===== config.mk =====
export PLATFORM = sky130hd
export DESIGN_NAME = usb_control_endpoint_fsm_flat
export DESIGN_NICKNAME = d
export VERILOG_FILES = /design/src/hw/rtl/ucep_pkg.sv /design/src/hw/rtl/ucep_ifs.sv /design/src/hw/rtl/ucep_front.sv /design/src/hw/rtl/ucep_queue.sv /design/src/hw/rtl/ucep_back.sv /design/src/hw/rtl/usb_control_endpoint_fsm.sv /design/src/flat_wrapper.sv
export VERILOG_INCLUDE_DIRS = /design/src /design/src/hw/rtl
export SDC_FILE = /design/constraint.sdc
export NUM_CORES = 1
export LEC_CHECK = 0
export ABC_AREA = 1
export BUFFER_PORTS_ARGS = -buffer_cell sky130_fd_sc_hd__buf_2
export CAP_MARGIN = 30
export CORE_MARGIN = 2
export CORE_UTILIZATION = 52
export CTS_CLUSTER_DIAMETER = 40
export CTS_CLUSTER_SIZE = 30
export DETAILED_ROUTE_END_ITERATION = 8
export PLACE_DENSITY = 0.78
export SYNTH_ARGS = -nofsm -noshare
export SYNTH_HDL_FRONTEND = slang
export SYNTH_SLANG_ARGS = --single-unit

===== constraint.sdc =====
create_clock -name clk -period 3.31 [get_ports clk]
set_input_delay 0.331 -clock clk [delete_from_list [all_inputs] [get_ports clk]]
set_output_delay 0.331 -clock clk [all_outputs]
set_load 0.05 [all_outputs]

===== src/hw/rtl/assert_macros.svh =====
// Assertion macros used by the back stage of the endpoint-zero control RTL.
`ifndef ASSERT_MACROS_SVH
`define ASSERT_MACROS_SVH

// Same-cycle implication, sampled on clk, off while arst_n is low
`define ASSERT_IMPLY(label, ante, cons, msg) \
	label: assert property (@(posedge clk) disable iff (!arst_n) (ante) |-> (cons)) \
		else $error(msg);

// Next-cycle implication, sampled on clk, off while arst_n is low
`define ASSERT_NEXT(label, ante, cons, msg) \
	label: assert property (@(posedge clk) disable iff (!arst_n) (ante) |=> (cons)) \
		else $error(msg);

`endif


===== src/hw/rtl/ucep_pkg.sv =====
// Types, constants and helper functions of the endpoint-zero control block.
`default_nettype none

package ucep_pkg;

	// Payload widths
	localparam int RX_COUNT_W    = 10;
	localparam int SETUP_W       = 64;
	localparam int FLAGS_W       = 7;
	localparam int FADDR_W       = 7;
	localparam int SRC_W         = 4;
	localparam int OFFSET_W      = 10;
	localparam int TXLEN_W       = 7;
	localparam int PHASE_W       = 3;
	localparam int CFGVAL_W      = 8;
	localparam int DEVLEN_W      = 8;
	localparam int XFER_W        = 10;
	localparam int CFG_IDX_W     = 1;
	localparam int CFG_DATA_W    = 10;

	// Default packet size of endpoint zero
	localparam int MAX_PACKET_DEF = 64;

	// Configuration register indexes and reset values
	localparam logic [CFG_IDX_W-1:0] CFG_IDX_DEV_LEN   = 1'b0;
	localparam logic [CFG_IDX_W-1:0] CFG_IDX_CFG_TOTAL = 1'b1;
	localparam logic [DEVLEN_W-1:0]  DEV_LEN_RESET     = 8'd18;
	localparam logic [XFER_W-1:0]    CFG_TOTAL_RESET   = 10'd67;

	// Action flag bit positions
	localparam int FLG_CLR_SETEND  = 0;
	localparam int FLG_CLR_STALLED = 1;
	localparam int FLG_RX_ACK      = 2;
	localparam int FLG_TX_READY    = 3;
	localparam int FLG_DATA_END    = 4;
	localparam int FLG_STALL       = 5;
	localparam int FLG_FLUSH       = 6;

	// Request words (bmRequestType:bRequest)
	localparam logic [15:0] REQ_GET_DESCRIPTOR = 16'h8006;
	localparam logic [15:0] REQ_CLEAR_FEATURE  = 16'h0001;
	localparam logic [15:0] REQ_SET_FEATURE    = 16'h0003;
	localparam logic [15:0] REQ_SET_ADDRESS    = 16'h0005;
	localparam logic [15:0] REQ_SET_CONFIG     = 16'h0009;
	localparam logic [15:0] REQ_CDC_LINE_STATE = 16'h2122;
	localparam int          REQ_DIR_IN_BIT     = 15;

	// Descriptor types in wValue high byte
	localparam logic [7:0] DT_DEVICE = 8'd1;
	localparam logic [7:0] DT_CONFIG = 8'd2;
	localparam logic [7:0] DT_STRING = 8'd3;
	localparam logic [7:0] NUM_STRINGS = 8'd6;

	// Descriptor source codes
	localparam logic [SRC_W-1:0] SRC_NONE    = 4'd0;
	localparam logic [SRC_W-1:0] SRC_DEVICE  = 4'd1;
	localparam logic [SRC_W-1:0] SRC_CONFIG  = 4'd2;
	localparam logic [SRC_W-1:0] SRC_STRING0 = 4'd3;

	// Only an 8-byte packet is a setup packet
	localparam logic [RX_COUNT_W-1:0] SETUP_LEN = 10'd8;

	// Queue between front and back
	localparam int QUEUE_DEPTH = 2;

	typedef enum logic [PHASE_W-1:0] {
		PH_RESET  = 3'd0,
		PH_IDLE   = 3'd1,
		PH_TX     = 3'd2,
		PH_STATUS = 3'd3,
		PH_ZERO   = 3'd4,
		PH_RX     = 3'd5
	} phase_t;

	// Request class found by the front
	typedef enum logic [2:0] {
		CMD_STALL,
		CMD_ZERO_OK,
		CMD_SET_ADDR,
		CMD_SET_CFG,
		CMD_READ,
		CMD_WRITE
	} cmd_class_t;

	// Classified event handed from front to back
	typedef struct packed {
		logic              bus_reset;
		logic              setup_end;
		logic              stalled;
		logic              rx_ready;
		logic              oversize;
		logic              setup_ok;
		cmd_class_t        cls;
		logic [7:0]        wval_lo;
		logic [SRC_W-1:0]  desc;
		logic [XFER_W-1:0] total;
	} cmd_t;

	// Byte length of string descriptors: two bytes per character plus header
	function automatic logic [XFER_W-1:0] str_len(input logic [2:0] idx);
		logic [XFER_W-1:0] len;
		unique case (idx)
			3'd0:    len = 10'd4;
			3'd1:    len = 10'd24;
			3'd2:    len = 10'd26;
			3'd3:    len = 10'd18;
			3'd4:    len = 10'd16;
			3'd5:    len = 10'd8;
			default: len = 10'd0;
		endcase
		return len;
	endfunction

endpackage

`default_nettype wire


===== src/hw/rtl/ucep_ifs.sv =====
// Handshake interfaces: endpoint event in, result out, configuration write.
`default_nettype none

interface ep_event_if
	import ucep_pkg::*;
	();
	logic                  valid;
	logic                  ready;
	logic                  req_type;
	logic                  setup_end;
	logic                  stalled_flag;
	logic                  rx_ready;
	logic [RX_COUNT_W-1:0] rx_count;
	logic [SETUP_W-1:0]    setup_bytes;

	modport source (output valid, req_type, setup_end, stalled_flag, rx_ready, rx_count,
		setup_bytes, input ready);
	modport sink (input valid, req_type, setup_end, stalled_flag, rx_ready, rx_count,
		setup_bytes, output ready);
endinterface

interface ep_result_if
	import ucep_pkg::*;
	();
	logic                valid;
	logic                ready;
	logic [FLAGS_W-1:0]  action_flags;
	logic                addr_write;
	logic [FADDR_W-1:0]  func_address;
	logic [SRC_W-1:0]    tx_source;
	logic [OFFSET_W-1:0] tx_offset;
	logic [TXLEN_W-1:0]  tx_length;
	logic [PHASE_W-1:0]  ep_phase;
	logic [CFGVAL_W-1:0] configuration_value;

	modport source (output valid, action_flags, addr_write, func_address, tx_source,
		tx_offset, tx_length, ep_phase, configuration_value, input ready);
	modport sink (input valid, action_flags, addr_write, func_address, tx_source,
		tx_offset, tx_length, ep_phase, configuration_value, output ready);
endinterface

interface cfg_wr_if
	import ucep_pkg::*;
	();
	logic                  valid;
	logic                  ready;
	logic [CFG_IDX_W-1:0]  index;
	logic [CFG_DATA_W-1:0] data;

	modport source (output valid, index, data, input ready);
	modport sink (input valid, index, data, output ready);
endinterface

`default_nettype wire


===== src/hw/rtl/ucep_front.sv =====
// Front stage: accepts endpoint events and classifies the setup request.
`default_nettype none

module ucep_front
	import ucep_pkg::*;
#(
	parameter int MAX_PACKET = MAX_PACKET_DEF
) (
	input  wire logic                clk,
	input  wire logic                arst_n,
	ep_event_if.sink                 ev,
	input  wire logic [DEVLEN_W-1:0] dev_len,
	input  wire logic [XFER_W-1:0]   cfg_total,
	output logic                     valid_s1,
	output cmd_t                     cmd_s1,
	input  wire logic                push_ready
);

	logic        accept;
	logic        push;
	cmd_t        cmd_d;
	logic [15:0] req;
	logic [15:0] wvalue;
	logic [15:0] wlength;
	logic [XFER_W-1:0] desc_len;
	logic [SRC_W-1:0]  desc_sel;
	logic        desc_hit;

	assign push     = valid_s1 && push_ready;
	assign ev.ready = !valid_s1 || push_ready;
	assign accept   = ev.valid && ev.ready;

	// Setup packet fields, byte zero in the low bits
	assign req     = {ev.setup_bytes[7:0], ev.setup_bytes[15:8]};
	assign wvalue  = ev.setup_bytes[31:16];
	assign wlength = ev.setup_bytes[63:48];

	// Descriptor lookup for GET_DESCRIPTOR
	always_comb begin
		desc_hit = 1'b1;
		desc_len = '0;
		desc_sel = SRC_NONE;
		if (wvalue[15:8] == DT_DEVICE) begin
			desc_sel = SRC_DEVICE;
			desc_len = XFER_W'(dev_len);
		end else if (wvalue[15:8] == DT_CONFIG) begin
			desc_sel = SRC_CONFIG;
			desc_len = cfg_total;
		end else if (wvalue[15:8] == DT_STRING && wvalue[7:0] < NUM_STRINGS) begin
			desc_sel = SRC_STRING0 + SRC_W'(wvalue[2:0]);
			desc_len = str_len(wvalue[2:0]);
		end else begin
			desc_hit = 1'b0;
		end
	end

	// Request classification
	always_comb begin
		cmd_d.bus_reset = ev.req_type;
		cmd_d.setup_end = ev.setup_end;
		cmd_d.stalled   = ev.stalled_flag;
		cmd_d.rx_ready  = ev.rx_ready;
		cmd_d.oversize  = ev.rx_count > RX_COUNT_W'(MAX_PACKET);
		cmd_d.setup_ok  = ev.rx_count == SETUP_LEN;
		cmd_d.wval_lo   = wvalue[7:0];
		cmd_d.desc      = desc_sel;
		cmd_d.total     = (wlength < 16'(desc_len)) ? wlength[XFER_W-1:0] : desc_len;
		if (wlength == 16'd0) begin
			unique case (req)
				REQ_CLEAR_FEATURE, REQ_SET_FEATURE, REQ_CDC_LINE_STATE:
					cmd_d.cls = CMD_ZERO_OK;
				REQ_SET_ADDRESS: cmd_d.cls = CMD_SET_ADDR;
				REQ_SET_CONFIG:  cmd_d.cls = CMD_SET_CFG;
				default:         cmd_d.cls = CMD_STALL;
			endcase
		end else if (req[REQ_DIR_IN_BIT]) begin
			cmd_d.cls = (req == REQ_GET_DESCRIPTOR && desc_hit) ? CMD_READ : CMD_STALL;
		end else begin
			cmd_d.cls = CMD_WRITE;
		end
	end

	// Stage valid
	always_ff @(posedge clk or negedge arst_n) begin
		if (!arst_n) begin
			valid_s1 <= 1'b0;
		end else if (accept) begin
			valid_s1 <= 1'b1;
		end else if (push) begin
			valid_s1 <= 1'b0;
		end
	end

	// Stage payload
	always_ff @(posedge clk) begin
		if (accept) begin
			cmd_s1 <= cmd_d;
		end
	end

endmodule

`default_nettype wire


===== src/hw/rtl/ucep_queue.sv =====
// Short queue of classified events between front and back.
`default_nettype none

module ucep_queue
	import ucep_pkg::*;
(
	input  wire logic clk,
	input  wire logic arst_n,
	input  wire logic push,
	input  cmd_t      push_cmd,
	output logic      push_ready,
	input  wire logic pop,
	output cmd_t      pop_cmd,
	output logic      pop_valid
);

	localparam int PTR_W = $clog2(QUEUE_DEPTH);
	localparam int CNT_W = $clog2(QUEUE_DEPTH + 1);

	cmd_t             entries_q [QUEUE_DEPTH];
	logic [PTR_W-1:0] wr_ptr_q;
	logic [PTR_W-1:0] rd_ptr_q;
	logic [CNT_W-1:0] count_q;

	assign push_ready = count_q != CNT_W'(QUEUE_DEPTH);
	assign pop_valid  = count_q != '0;
	assign pop_cmd    = entries_q[rd_ptr_q];

	// Pointers and fill level
	always_ff @(posedge clk or negedge arst_n) begin
		if (!arst_n) begin
			wr_ptr_q <= '0;
			rd_ptr_q <= '0;
			count_q  <= '0;
		end else begin
			if (push) begin
				wr_ptr_q <= (wr_ptr_q == PTR_W'(QUEUE_DEPTH - 1)) ? '0 : wr_ptr_q + 1'b1;
			end
			if (pop) begin
				rd_ptr_q <= (rd_ptr_q == PTR_W'(QUEUE_DEPTH - 1)) ? '0 : rd_ptr_q + 1'b1;
			end
			if (push && !pop) begin
				count_q <= count_q + 1'b1;
			end else if (pop && !push) begin
				count_q <= count_q - 1'b1;
			end
		end
	end

	// Entry storage
	always_ff @(posedge clk) begin
		if (push) begin
			entries_q[wr_ptr_q] <= push_cmd;
		end
	end

endmodule

`default_nettype wire


===== src/hw/rtl/ucep_back.sv =====
// Back stage: control-transfer state machine and registered result.
`default_nettype none

`include "assert_macros.svh"

module ucep_back
	import ucep_pkg::*;
#(
	parameter int MAX_PACKET = MAX_PACKET_DEF
) (
	input  wire logic clk,
	input  wire logic arst_n,
	input  cmd_t      cmd,
	input  wire logic cmd_valid,
	output logic      pop,
	ep_result_if.source res
);

	// Endpoint state
	phase_t            phase_q;
	logic [7:0]        pend_addr_q;
	logic [7:0]        sel_cfg_q;
	logic [FADDR_W-1:0] func_addr_q;
	logic [XFER_W-1:0] remain_q;
	logic [XFER_W-1:0] pos_q;
	logic [SRC_W-1:0]  desc_q;

	// Next state
	phase_t            phase_n;
	logic [7:0]        pend_addr_n;
	logic [7:0]        sel_cfg_n;
	logic [FADDR_W-1:0] func_addr_n;
	logic [XFER_W-1:0] remain_n;
	logic [XFER_W-1:0] pos_n;
	logic [SRC_W-1:0]  desc_n;

	// Result of this event
	logic [FLAGS_W-1:0] flags;
	logic               addr_wr;
	logic [FADDR_W-1:0] addr_val;
	logic [SRC_W-1:0]   src_o;
	logic [OFFSET_W-1:0] off_o;
	logic [TXLEN_W-1:0] len_o;

	// Packet builder
	logic              do_send;
	logic              load;
	logic [XFER_W-1:0] snd_rem;
	logic [XFER_W-1:0] snd_pos;
	logic [SRC_W-1:0]  snd_desc;
	logic [XFER_W-1:0] pkt_len;
	logic [XFER_W-1:0] rem_after;

	// Result register
	logic                res_valid_q;
	logic [FLAGS_W-1:0]  flags_q;
	logic                addr_wr_q;
	logic [FADDR_W-1:0]  addr_val_q;
	logic [SRC_W-1:0]    src_q;
	logic [OFFSET_W-1:0] off_q;
	logic [TXLEN_W-1:0]  len_q;
	phase_t              phase_res_q;
	logic [CFGVAL_W-1:0] cfg_res_q;

	assign pop = cmd_valid && (!res_valid_q || res.ready);

	// Event decision
	always_comb begin
		phase_n     = phase_q;
		pend_addr_n = pend_addr_q;
		sel_cfg_n   = sel_cfg_q;
		func_addr_n = func_addr_q;
		remain_n    = remain_q;
		pos_n       = pos_q;
		desc_n      = desc_q;
		flags       = '0;
		addr_wr     = 1'b0;
		addr_val    = '0;
		src_o       = SRC_NONE;
		off_o       = '0;
		len_o       = '0;
		do_send     = 1'b0;
		load        = 1'b0;

		if (cmd.bus_reset) begin
			phase_n     = PH_RESET;
			pend_addr_n = '0;
			sel_cfg_n   = '0;
			func_addr_n = '0;
			remain_n    = '0;
			pos_n       = '0;
			desc_n      = SRC_NONE;
			addr_wr     = 1'b1;
		end else begin
			if (phase_n == PH_RESET) begin
				phase_n = PH_IDLE;
			end
			if (cmd.setup_end) begin
				flags[FLG_CLR_SETEND] = 1'b1;
				if (phase_n != PH_ZERO) begin
					phase_n = PH_IDLE;
				end
			end
			priority if (cmd.stalled) begin
				flags[FLG_CLR_STALLED] = 1'b1;
			end else if (phase_n == PH_TX) begin
				do_send = 1'b1;
			end else if (phase_n == PH_ZERO || phase_n == PH_STATUS) begin
				// Address takes effect after the status stage
				if (pend_addr_q != 8'd0 && func_addr_q == '0) begin
					func_addr_n = pend_addr_q[FADDR_W-1:0];
					addr_wr     = 1'b1;
					addr_val    = pend_addr_q[FADDR_W-1:0];
				end
				phase_n = PH_IDLE;
			end else if (!cmd.rx_ready) begin
				phase_n = phase_n;
			end else if (cmd.oversize) begin
				flags[FLG_STALL] = 1'b1;
				phase_n = PH_IDLE;
			end else if (phase_n == PH_IDLE) begin
				if (!cmd.setup_ok) begin
					flags[FLG_FLUSH] = 1'b1;
				end else begin
					unique case (cmd.cls)
						CMD_ZERO_OK: begin
							flags[FLG_RX_ACK]   = 1'b1;
							flags[FLG_DATA_END] = 1'b1;
							phase_n = PH_ZERO;
						end
						CMD_SET_ADDR: begin
							pend_addr_n = cmd.wval_lo;
							flags[FLG_RX_ACK]   = 1'b1;
							flags[FLG_DATA_END] = 1'b1;
							phase_n = PH_ZERO;
						end
						CMD_SET_CFG: begin
							sel_cfg_n = cmd.wval_lo;
							flags[FLG_RX_ACK]   = 1'b1;
							flags[FLG_DATA_END] = 1'b1;
							phase_n = PH_ZERO;
						end
						CMD_READ: begin
							flags[FLG_RX_ACK] = 1'b1;
							load    = 1'b1;
							do_send = 1'b1;
						end
						CMD_WRITE: begin
							flags[FLG_RX_ACK] = 1'b1;
							phase_n = PH_RX;
						end
						default: begin
							flags[FLG_STALL] = 1'b1;
						end
					endcase
				end
			end else if (phase_n == PH_RX) begin
				flags[FLG_RX_ACK]   = 1'b1;
				flags[FLG_DATA_END] = 1'b1;
				phase_n = PH_IDLE;
			end
		end

		// Next IN packet, from a new transfer or the one in progress
		snd_rem   = load ? cmd.total : remain_q;
		snd_pos   = load ? '0 : pos_q;
		snd_desc  = load ? cmd.desc : desc_q;
		pkt_len   = (snd_rem < XFER_W'(MAX_PACKET)) ? snd_rem : XFER_W'(MAX_PACKET);
		rem_after = snd_rem - pkt_len;
		if (do_send) begin
			src_o    = snd_desc;
			off_o    = snd_pos;
			len_o    = pkt_len[TXLEN_W-1:0];
			remain_n = rem_after;
			pos_n    = snd_pos + pkt_len;
			desc_n   = snd_desc;
			flags[FLG_TX_READY] = 1'b1;
			if (rem_after == '0) begin
				flags[FLG_DATA_END] = 1'b1;
				phase_n = PH_STATUS;
			end else begin
				phase_n = PH_TX;
			end
		end
	end

	// State register
	always_ff @(posedge clk or negedge arst_n) begin
		if (!arst_n) begin
			phase_q     <= PH_RESET;
			pend_addr_q <= '0;
			sel_cfg_q   <= '0;
			func_addr_q <= '0;
			remain_q    <= '0;
			pos_q       <= '0;
			desc_q      <= SRC_NONE;
		end else if (pop) begin
			phase_q     <= phase_n;
			pend_addr_q <= pend_addr_n;
			sel_cfg_q   <= sel_cfg_n;
			func_addr_q <= func_addr_n;
			remain_q    <= remain_n;
			pos_q       <= pos_n;
			desc_q      <= desc_n;
		end
	end

	// Result valid
	always_ff @(posedge clk or negedge arst_n) begin
		if (!arst_n) begin
			res_valid_q <= 1'b0;
		end else if (pop) begin
			res_valid_q <= 1'b1;
		end else if (res.ready) begin
			res_valid_q <= 1'b0;
		end
	end

	// Result payload
	always_ff @(posedge clk) begin
		if (pop) begin
			flags_q     <= flags;
			addr_wr_q   <= addr_wr;
			addr_val_q  <= addr_val;
			src_q       <= src_o;
			off_q       <= off_o;
			len_q       <= len_o;
			phase_res_q <= phase_n;
			cfg_res_q   <= sel_cfg_n;
		end
	end

	assign res.valid               = res_valid_q;
	assign res.action_flags        = flags_q;
	assign res.addr_write          = addr_wr_q;
	assign res.func_address        = addr_val_q;
	assign res.tx_source           = src_q;
	assign res.tx_offset           = off_q;
	assign res.tx_length           = len_q;
	assign res.ep_phase            = phase_res_q;
	assign res.configuration_value = cfg_res_q;

	`ASSERT_IMPLY(a_no_src_no_packet, res_valid_q && src_q == SRC_NONE,
		off_q == '0 && len_q == '0, "packet fields set without a descriptor source")
	`ASSERT_IMPLY(a_src_in_data_phase, res_valid_q && src_q != SRC_NONE,
		phase_res_q == PH_TX || phase_res_q == PH_STATUS, "IN packet outside data stage")
	`ASSERT_IMPLY(a_reset_writes_zero, res_valid_q && phase_res_q == PH_RESET,
		addr_wr_q && addr_val_q == '0 && flags_q == '0, "bus reset result malformed")
	`ASSERT_NEXT(a_pop_gives_result, pop, res_valid_q, "popped event left no result")

endmodule

`default_nettype wire


===== src/hw/rtl/usb_control_endpoint_fsm.sv =====
// Top level of the endpoint-zero control block: config registers, front, queue, back.
// An event is loaded into the front stage register when taken, then into a queue
// entry, then the result register. While res.ready holds, one event per cycle is
// sustained and the back state machine decides one event per cycle.
// Reset (arst_n low) clears phase to reset, address, configuration and
// transfer state, empties the queue, and loads the descriptor lengths 18 and 67.
`default_nettype none

module usb_control_endpoint_fsm
	import ucep_pkg::*;
#(
	parameter int MAX_PACKET = MAX_PACKET_DEF
) (
	input wire logic    clk,
	input wire logic    arst_n,
	ep_event_if.sink    ev,
	ep_result_if.source res,
	cfg_wr_if.sink      cfg
);

	logic [DEVLEN_W-1:0] dev_len_q;
	logic [XFER_W-1:0]   cfg_total_q;
	logic                front_valid_s1;
	cmd_t                front_cmd_s1;
	logic                q_ready;
	logic                q_pop;
	cmd_t                q_cmd;
	logic                q_valid;

	// Configuration registers, always ready
	assign cfg.ready = 1'b1;

	always_ff @(posedge clk or negedge arst_n) begin
		if (!arst_n) begin
			dev_len_q   <= DEV_LEN_RESET;
			cfg_total_q <= CFG_TOTAL_RESET;
		end else if (cfg.valid) begin
			if (cfg.index == CFG_IDX_DEV_LEN) begin
				dev_len_q <= cfg.data[DEVLEN_W-1:0];
			end else if (cfg.index == CFG_IDX_CFG_TOTAL) begin
				cfg_total_q <= cfg.data[XFER_W-1:0];
			end
		end
	end

	ucep_front #(
		.MAX_PACKET(MAX_PACKET)
	) u_front (
		.clk        (clk),
		.arst_n     (arst_n),
		.ev         (ev),
		.dev_len    (dev_len_q),
		.cfg_total  (cfg_total_q),
		.valid_s1   (front_valid_s1),
		.cmd_s1     (front_cmd_s1),
		.push_ready (q_ready)
	);

	ucep_queue u_queue (
		.clk        (clk),
		.arst_n     (arst_n),
		.push       (front_valid_s1 && q_ready),
		.push_cmd   (front_cmd_s1),
		.push_ready (q_ready),
		.pop        (q_pop),
		.pop_cmd    (q_cmd),
		.pop_valid  (q_valid)
	);

	ucep_back #(
		.MAX_PACKET(MAX_PACKET)
	) u_back (
		.clk       (clk),
		.arst_n    (arst_n),
		.cmd       (q_cmd),
		.cmd_valid (q_valid),
		.pop       (q_pop),
		.res       (res)
	);

endmodule

`default_nettype wire

===== src/flat_wrapper.sv =====
// flat-port wrapper written by rule: the top's interface ports become plain ports
module usb_control_endpoint_fsm_flat import ucep_pkg::*;
#(
	parameter int MAX_PACKET = MAX_PACKET_DEF
)
  (clk, arst_n, ev_valid, ev_req_type, ev_setup_end, ev_stalled_flag, ev_rx_ready, ev_rx_count, ev_setup_bytes, ev_ready, res_valid, res_action_flags, res_addr_write, res_func_address, res_tx_source, res_tx_offset, res_tx_length, res_ep_phase, res_configuration_value, res_ready, cfg_valid, cfg_index, cfg_data, cfg_ready);
  ep_event_if ev_i ();
  ep_result_if res_i ();
  cfg_wr_if cfg_i ();
  input wire logic clk;
  input wire logic arst_n;
  input wire logic [$bits(ev_i.valid)-1:0] ev_valid;
  input wire logic [$bits(ev_i.req_type)-1:0] ev_req_type;
  input wire logic [$bits(ev_i.setup_end)-1:0] ev_setup_end;
  input wire logic [$bits(ev_i.stalled_flag)-1:0] ev_stalled_flag;
  input wire logic [$bits(ev_i.rx_ready)-1:0] ev_rx_ready;
  input wire logic [$bits(ev_i.rx_count)-1:0] ev_rx_count;
  input wire logic [$bits(ev_i.setup_bytes)-1:0] ev_setup_bytes;
  output wire logic [$bits(ev_i.ready)-1:0] ev_ready;
  output wire logic [$bits(res_i.valid)-1:0] res_valid;
  output wire logic [$bits(res_i.action_flags)-1:0] res_action_flags;
  output wire logic [$bits(res_i.addr_write)-1:0] res_addr_write;
  output wire logic [$bits(res_i.func_address)-1:0] res_func_address;
  output wire logic [$bits(res_i.tx_source)-1:0] res_tx_source;
  output wire logic [$bits(res_i.tx_offset)-1:0] res_tx_offset;
  output wire logic [$bits(res_i.tx_length)-1:0] res_tx_length;
  output wire logic [$bits(res_i.ep_phase)-1:0] res_ep_phase;
  output wire logic [$bits(res_i.configuration_value)-1:0] res_configuration_value;
  input wire logic [$bits(res_i.ready)-1:0] res_ready;
  input wire logic [$bits(cfg_i.valid)-1:0] cfg_valid;
  input wire logic [$bits(cfg_i.index)-1:0] cfg_index;
  input wire logic [$bits(cfg_i.data)-1:0] cfg_data;
  output wire logic [$bits(cfg_i.ready)-1:0] cfg_ready;
  assign ev_i.valid = ev_valid;
  assign ev_i.req_type = ev_req_type;
  assign ev_i.setup_end = ev_setup_end;
  assign ev_i.stalled_flag = ev_stalled_flag;
  assign ev_i.rx_ready = ev_rx_ready;
  assign ev_i.rx_count = ev_rx_count;
  assign ev_i.setup_bytes = ev_setup_bytes;
  assign ev_ready = ev_i.ready;
  assign res_valid = res_i.valid;
  assign res_action_flags = res_i.action_flags;
  assign res_addr_write = res_i.addr_write;
  assign res_func_address = res_i.func_address;
  assign res_tx_source = res_i.tx_source;
  assign res_tx_offset = res_i.tx_offset;
  assign res_tx_length = res_i.tx_length;
  assign res_ep_phase = res_i.ep_phase;
  assign res_configuration_value = res_i.configuration_value;
  assign res_i.ready = res_ready;
  assign cfg_i.valid = cfg_valid;
  assign cfg_i.index = cfg_index;
  assign cfg_i.data = cfg_data;
  assign cfg_ready = cfg_i.ready;
  usb_control_endpoint_fsm #(.MAX_PACKET(MAX_PACKET)) u_core (.clk(clk), .arst_n(arst_n), .ev(ev_i), .res(res_i), .cfg(cfg_i));
endmodule

# After elaboration in Yosys (flattened, before gate mapping)
# Memories as Yosys holds them, arrays and structs flattened.
# Index checks and enable logic that the tools add are counted.
[op_classes]
add_sub_neg = 7
magnitude_cmp = 4
n_eq_ne = 31
muxes = 110
bitwise_logic = 6
reduce_logical = 45
[op_table]
columns = ["op", "n"]
rows = [
  ["8-bit 2-to-1 mux", 18],
  ["10-bit 2-to-1 mux", 9],
  ["3-bit 2-to-1 mux", 18],
  ["1-bit 2-to-1 mux", 46],
  ["7-bit 2-to-1 mux", 5],
  ["5-bit case mux with 6 select lines", 1],
  ["2-bit nonzero test", 11],
  ["3-bit by 2-bit == test with 1-bit output, second input constant", 6],
  ["3-bit == test, second input constant", 6],
  ["16-bit by 1-bit == test with 1-bit output, second input constant", 1],
  ["16-bit by 14-bit == test with 1-bit output, second input constant", 1],
  ["16-bit == test, second input constant", 1],
  ["16-bit by 2-bit == test with 1-bit output, second input constant", 1],
  ["16-bit by 3-bit == test with 1-bit output, second input constant", 1],
  ["16-bit by 4-bit == test with 1-bit output, second input constant", 1],
  ["8-bit by 2-bit == test with 1-bit output, second input constant", 2],
  ["16-bit zero test", 1],
  ["16-bit by 10-bit < comparator with 1-bit output", 1],
  ["5-bit OR reduction", 3],
  ["2-bit 2-to-1 mux", 7],
  ["4-bit 2-to-1 mux", 3],
  ["10-bit adder", 1],
  ["10-bit by 4-bit == test with 1-bit output, second input constant", 1],
  ["10-bit by 7-bit greater-than comparator with 1-bit output, second input constant", 1],
  ["29 further kinds", 57],
]
[totals]
register_bits = 152
ram_bits = 62
output_inout_bits = 50
wordCells = 241
mem_count = 1
[memory_table]
columns = ["name", "words", "word_bits", "read_ports", "rd_clocked_by_memory_dff", "write_ports", "line", "rtl"]
rows = [
  ["u_core.u_queue.entries_q", 2, 31, 1, 0, 1, "ucep_queue.sv:20", "cmd_t entries_q [QUEUE_DEPTH];"],
]

# Longest topological paths before layout
[depth]
word_depth = 22
ltp_mapped = 30
depth_no_buf = 26

# Modules after synthesis
# From an unflattened synthesis, not the netlist that was laid out.
[unflattened]
hier_cells = 968
hier_area_um2 = 10184.8
[modules_own_cells]
columns = ["mod", "instances", "cells_each", "area_each_um2"]
rows = [
  ["ucep_back", 1, 523, 4828.4],
  ["ucep_queue", 1, 122, 2597.5],
  ["ucep_front", 1, 241, 2011.9],
  ["usb_control_endpoint_fsm", 1, 82, 747.0],
]

# Worst setup path after synthesis
# No wires, ideal clock.
[synth_path]
path_kind = "reg2reg"
startpoint = "register u_core.u_queue.rd_ptr_q"
endpoint = "register u_core.u_back.pos_q[8]"
setup_time_ps = 83
arrival_ps = 3434
setup_slack_ps = -207
path_stages_with_launch = 30
path_buffers = 4
synth_period_minus_slack_ps = 3517
path_cell_list = "dfrtp_1 buf_6 inv_4 buf_6 nand2_1 nand2_2 nand4_2 nor2_4 nand3_4 buf_6 nand2_1 nand2_1 nor2_2 nand2_2 buf_2 nor2_1 ha_1 inv_1 fa_1 nor2_1 o21ai_0 nand2_1 nand2_1 nand2_1 a21o_1 nand2_1 nand2_1 a21oi_1 xor2_1 o21ai_0"
[synth_between]
elab_chain_len = 16
word_cells_on_any_way = 29
cone_classes = "add/sub: 1; order compare: 1; eq/ne: 5; mux: 18; reduce/logical: 3; memory: 1"
[synth_rtl]
columns = ["item", "line", "rtl"]
rows = [
  ["start, declared", "ucep_queue.sv:22", "logic [PTR_W-1:0] rd_ptr_q;"],
  ["start signal, assigned", "ucep_queue.sv:40", "rd_ptr_q <= (rd_ptr_q == PTR_W'(QUEUE_DEPTH - 1)) ? '0 : rd_ptr_q + 1'b1;"],
  ["memory read 2 x 31 bit *", "n/a", ""],
  ["3-bit == test or 3-bit 2-to-1 mux (tied branches)", "ucep_back.sv:125, ucep_back.sv:98", ""],
  ["1-bit 2-to-1 mux or 3-bit 2-to-1 mux (tied branches)", "ucep_back.sv:125, ucep_back.sv:85", ""],
  ["1-bit 2-to-1 mux or 3-bit by 1-bit == test with 1-bit output (tied branches)", "ucep_back.sv:122, ucep_back.sv:121", ""],
  ["1-bit 2-to-1 mux", "ucep_back.sv:121", "end else if (phase_n == PH_IDLE) begin"],
  ["1-bit 2-to-1 mux", "ucep_back.sv:118", "end else if (cmd.oversize) begin"],
  ["1-bit 2-to-1 mux", "ucep_back.sv:116", "end else if (!cmd.rx_ready) begin"],
  ["1-bit 2-to-1 mux", "ucep_back.sv:108", "end else if (phase_n == PH_ZERO || phase_n == PH_STATUS) begin"],
  ["1-bit 2-to-1 mux", "ucep_back.sv:106", "end else if (phase_n == PH_TX) begin"],
  ["1-bit 2-to-1 mux", "ucep_back.sv:104", "priority if (cmd.stalled) begin"],
  ["1-bit 2-to-1 mux", "ucep_back.sv:85", "if (cmd.bus_reset) begin"],
  ["10-bit 2-to-1 mux *", "ucep_back.sv:165", "snd_rem = load ? cmd.total : remain_q;"],
  ["10-bit by 7-bit < comparator with 1-bit output", "ucep_back.sv:168", "pkt_len = (snd_rem < XFER_W'(MAX_PACKET)) ? snd_rem : XFER_W'(MAX_PACKET);"],
  ["10-bit 2-to-1 mux *", "ucep_back.sv:168", ""],
  ["via u_core.u_back.pkt_len[6]", "ucep_back.sv:51", "logic [XFER_W-1:0] pkt_len;"],
  ["10-bit adder *", "ucep_back.sv:175", "pos_n = snd_pos + pkt_len;"],
  ["10-bit 2-to-1 mux *", "ucep_back.sv:170", "if (do_send) begin"],
  ["end signal, assigned", "ucep_back.sv:203", "pos_q <= pos_n;"],
  ["end, declared", "ucep_back.sv:25", "logic [XFER_W-1:0] pos_q;"],
]
# The timed path passes the listed nets; every way through them passes the cells marked *. The select of a mux whose other input is x is not followed.
# A chain may end at the register's enable or synchronous reset.

# Final worst setup path
# Ends and elaborated chain as after synthesis.

==> results_dict.tcl <==
set metrics [dict create \
    status "finished with violations" \
    violations "setup timing" \
    yosysTopAreaCell "edfxtp_1" \
    num_rows 50 \
    critPathKind "reg -> reg" \
    place_area_um2 11200 \
    pin_count 144 \
    finalHoldViolCount 0 \
    relSlewSlack 0.465 \
    synth_cell_types 59 \
    grt_pass1_vias 7071 \
    synthFlopType "edfxtp_1" \
    synth_cells 959 \
    grt_max_degree 70 \
    crit_arrival_ps 3950 \
    numPortBuffers 126 \
    dieWidth_um 141 \
    grt-ovfl-total 0 \
    synth_area_leaders "edfxtp_1, dfrtp_1, nand2_1" \
    drtIter0Drc 590 \
    power_density_nw_per_um2 851 \
    cts_tree "done" \
    antenna_left 0 \
    period_share 1.06 \
    slowest_stage "dfrtp_2" \
    path_max_fanout 8 \
    place.gp.congestion 0.875 \
    synth-seq-area-share 0.617 \
    layout_setup_ws_ps -183 \
    synth-seq-cells 214 \
    yosys_warnings 0 \
    synth_xor_area_frac 0.00624 \
    p_switching_mw 4.14 \
    synth-edff-count 140 \
    synthMuxAreaShare 0.0115 \
    intPower_mw 6.62 \
    slew_violations 0 \
    remaining_drc_errors 0 \
    min_period_ps 3490 \
    cts.sinks 214 \
    max_freq_ghz 0.286 \
    p_leak_nw 5.81 \
    clk_pin_slew_ps 70 \
    power_mw 10.8 \
    worstPathRequired_ps 3770 \
    final_util 0.678 \
    synth_fp_nets 1077 \
    p_seq_frac 0.367 \
    synth_top_area_share 0.428 \
    cpMostUsedCell "nand2_2" \
    power.share.switching 0.385 \
    start_util 0.527 \
    antenna_cells 0 \
    synth_top_family_by_area "simple AND/OR/NAND/NOR gates" \
    clk_path_buf_depth 3 \
    netlist_area_um2 9820 \
    async_reset_ff_frac 0.346 \
    cts_made_buffers 28 \
    hold_class "in -> reg" \
    irDropWorstVdd_v 0.000604 \
    vias 7584 \
    grt.total_usage 0.215 \
    htreeDepth 1 \
    skew_ps 21.2 \
    synth_fa_ha_area_frac 0.0313 \
    drive_gt1_frac 0.291 \
    final_area_um2 12600 \
    vias_per_cell 5.26 \
    ys_top_cells_by_count "nand2_1, edfxtp_1, inv_1, nor2_1, dfrtp_1" \
    crit_path_max_incr_delay_ps 450 \
    grt_pass1_wl_um 34600 \
    synth_most_common_cell "nand2_1" \
    routed_wl_um 21500 \
    design.core.area_um2 18600 \
    rsz0062_at_grt "true" \
    dieHeight_um 141 \
    synth_compound_area_frac 0.0894 \
    p_clk_frac 0.300 \
    setup_viol 5 \
    p_comb_frac 0.334 \
    worst_pin_slew_ps 802 \
    startpoint_type "register" \
    dp_hpwl_um 14400 \
    worst_skew_pair.late_latency_ps 540 \
    nFillCells 1318 \
    nets 1304 \
    drv_cap 0 \
    critPathCaptureType "register" \
    dieArea_um2 20000 \
    dr.pass1.iters 5 \
    holdWs_ps 18.6 \
    synth.avg_cell_area_um2 10.2 \
    root_buffer "clkbuf_16" \
    drt-wirelength-per-cell_um 14.9 \
    yosys.area_share.simple 0.185 \
    syn_to_final_growth_pct 28.7 \
    antenna_found_initial 0 \
]
-- cell type report --
type | instances | area [um^2] | area share
timing repair buffer | 222 | 1390 | 0.110
clock inverter | 21 | 293 | 0.0232
multi-input combinational | 609 | 3440 | 0.272
tap | 234 | 293 | 0.0232
sequential | 214 | 6060 | 0.479
clock buffer | 31 | 753 | 0.0596
inverter | 111 | 419 | 0.0331
-- cells by family (layout without fill, tap and decap cells) --
family,after synthesis,after routing
AOI/OAI and AO/OA,146,146
xor gates and xnor gates,7,7
adders and majority gates,24,24
buffers and inverters,137,385
DFF,214,214
muxes,11,11
other,2,2
and+or+nand+nor,418,419
-- final timing paths --
path | from | end | slack (ps) | cells after the start
min in group asynchronous | arst_n | u_core.u_queue.count_q[1]$_DFFE_PN0P_ | 330 | 2
min reg2reg | u_core.u_front.cmd_s1[8]$_DFFE_PP_ | u_core.u_queue.entries_q[0][8]$_DFFE_PP_ | 450 | 0
max | u_core.u_queue.rd_ptr_q$_DFFE_PN0P_ | u_core.u_back.pos_q[8]$_DFFE_PN0P_ | -180 | 26
max in group asynchronous | arst_n | u_core.u_back.pos_q[1]$_DFFE_PN0P_ | 2180 | 3
min | ev_setup_bytes[20] | u_core.u_front.cmd_s1[18]$_DFFE_PP_ | 20 | 1
max reg2reg | u_core.u_queue.rd_ptr_q$_DFFE_PN0P_ | u_core.u_back.pos_q[8]$_DFFE_PN0P_ | -180 | 26
-- power groups by stage --
stage                     Combinational [mW]  Clock (mW)  Sequential (mW)
after floorplan                         1.55           0             4.82
after global placement                  3.32           0             3.95
after detailed placement                3.37           0             3.98
after CTS                               3.46        3.27             3.94
after global routing                    3.89        3.40             4.01
final                                   3.59        3.22             3.95
-- cell usage in the layout (no fill, tap or decap), types with 6 or more instances in the layout --
cell type    n
nor2_2      11
buf_2      126
o21ai_0     51
clkbuf_16   29
nor2_1      72
o22ai_1     12
a31oi_1      6
nor4_1      10
a21oi_1     22
clkinv_8     6
ha_1        20
edfxtp_1   140
o21ai_1      7
inv_8        7
nor2_4       7
dfrtp_1     68
nor3_1      13
nand2_4      9
inv_1      107
nand2_1    225
buf_4       87
mux2i_1      9
nand4_1     14
a22o_1       8
nand3_1     27
nand2_2     12
-- per-stage QoR --
stage	TNS, ps	worst slack, ps	std cells
2_1_floorplan	-137	-72.0	959
3_3_place_gp	-41.7	-22.9	1359
3_5_place_dp	-326	-123	1359
4_1_cts	-47.7	-47.7	1422
5_1_grt	-1750	-390	1442
6_report	-546	-183	1442
-- state kept, by name, indices dropped and copies added (netlist names), 2 cells and up --
signal	count
u_core.u_back.phase_q	3
u_core.cfg_total_q	10
u_core.u_back.res.action_flags	7
u_core.u_back.res.ep_phase	3
u_core.u_back.desc_q	4
u_core.u_back.res.tx_offset	10
u_core.u_back.pend_addr_q	8
u_core.u_queue.entries_q	62
u_core.dev_len_q	8
u_core.u_front.cmd_s1	31
u_core.u_back.sel_cfg_q	8
u_core.u_queue.count_q	2
u_core.u_back.pos_q	10
u_core.u_back.func_addr_q	7
u_core.u_back.res.tx_length	7
u_core.u_back.res.func_address	7
u_core.u_back.res.configuration_value	8
u_core.u_back.res.tx_source	4
u_core.u_back.remain_q	10
-- what timing repair did --
action                                  4_1_cts  5_1_grt
pin swaps                                    12       27
setup buffers                                 7       19
cloned                                        1        0
endpoints found under the setup margin        4        5
hold buffers                                  3        1
hold endpoints to repair                     20        1
gates resized for setup                      22       25
-- layer usage --
| metal | wire, um | track usage | vias to the layer above |
|---|---|---|---|
| li1 | - | - | 3715 |
| met1 | 9320 | 0.294 | 3591 |
| met2 | 10500 | 0.355 | 243 |
| met3 | 1200 | 0.0368 | 35 |
| met4 | 511 | 0.0653 | 0 |
| met5 | 0 | 0 | - |
-- critical path: cells and delay by family, from the launching register on --
family | cells | cell delay, ps
and+or+nand+nor | 16 | 1590
adders and majority gates | 2 | 610
DFF | 1 | 450
AOI/OAI and AO/OA | 5 | 430
buffers and inverters | 2 | 200
xor gates and xnor gates | 1 | 150
Power figures use the tool's default switching activity.
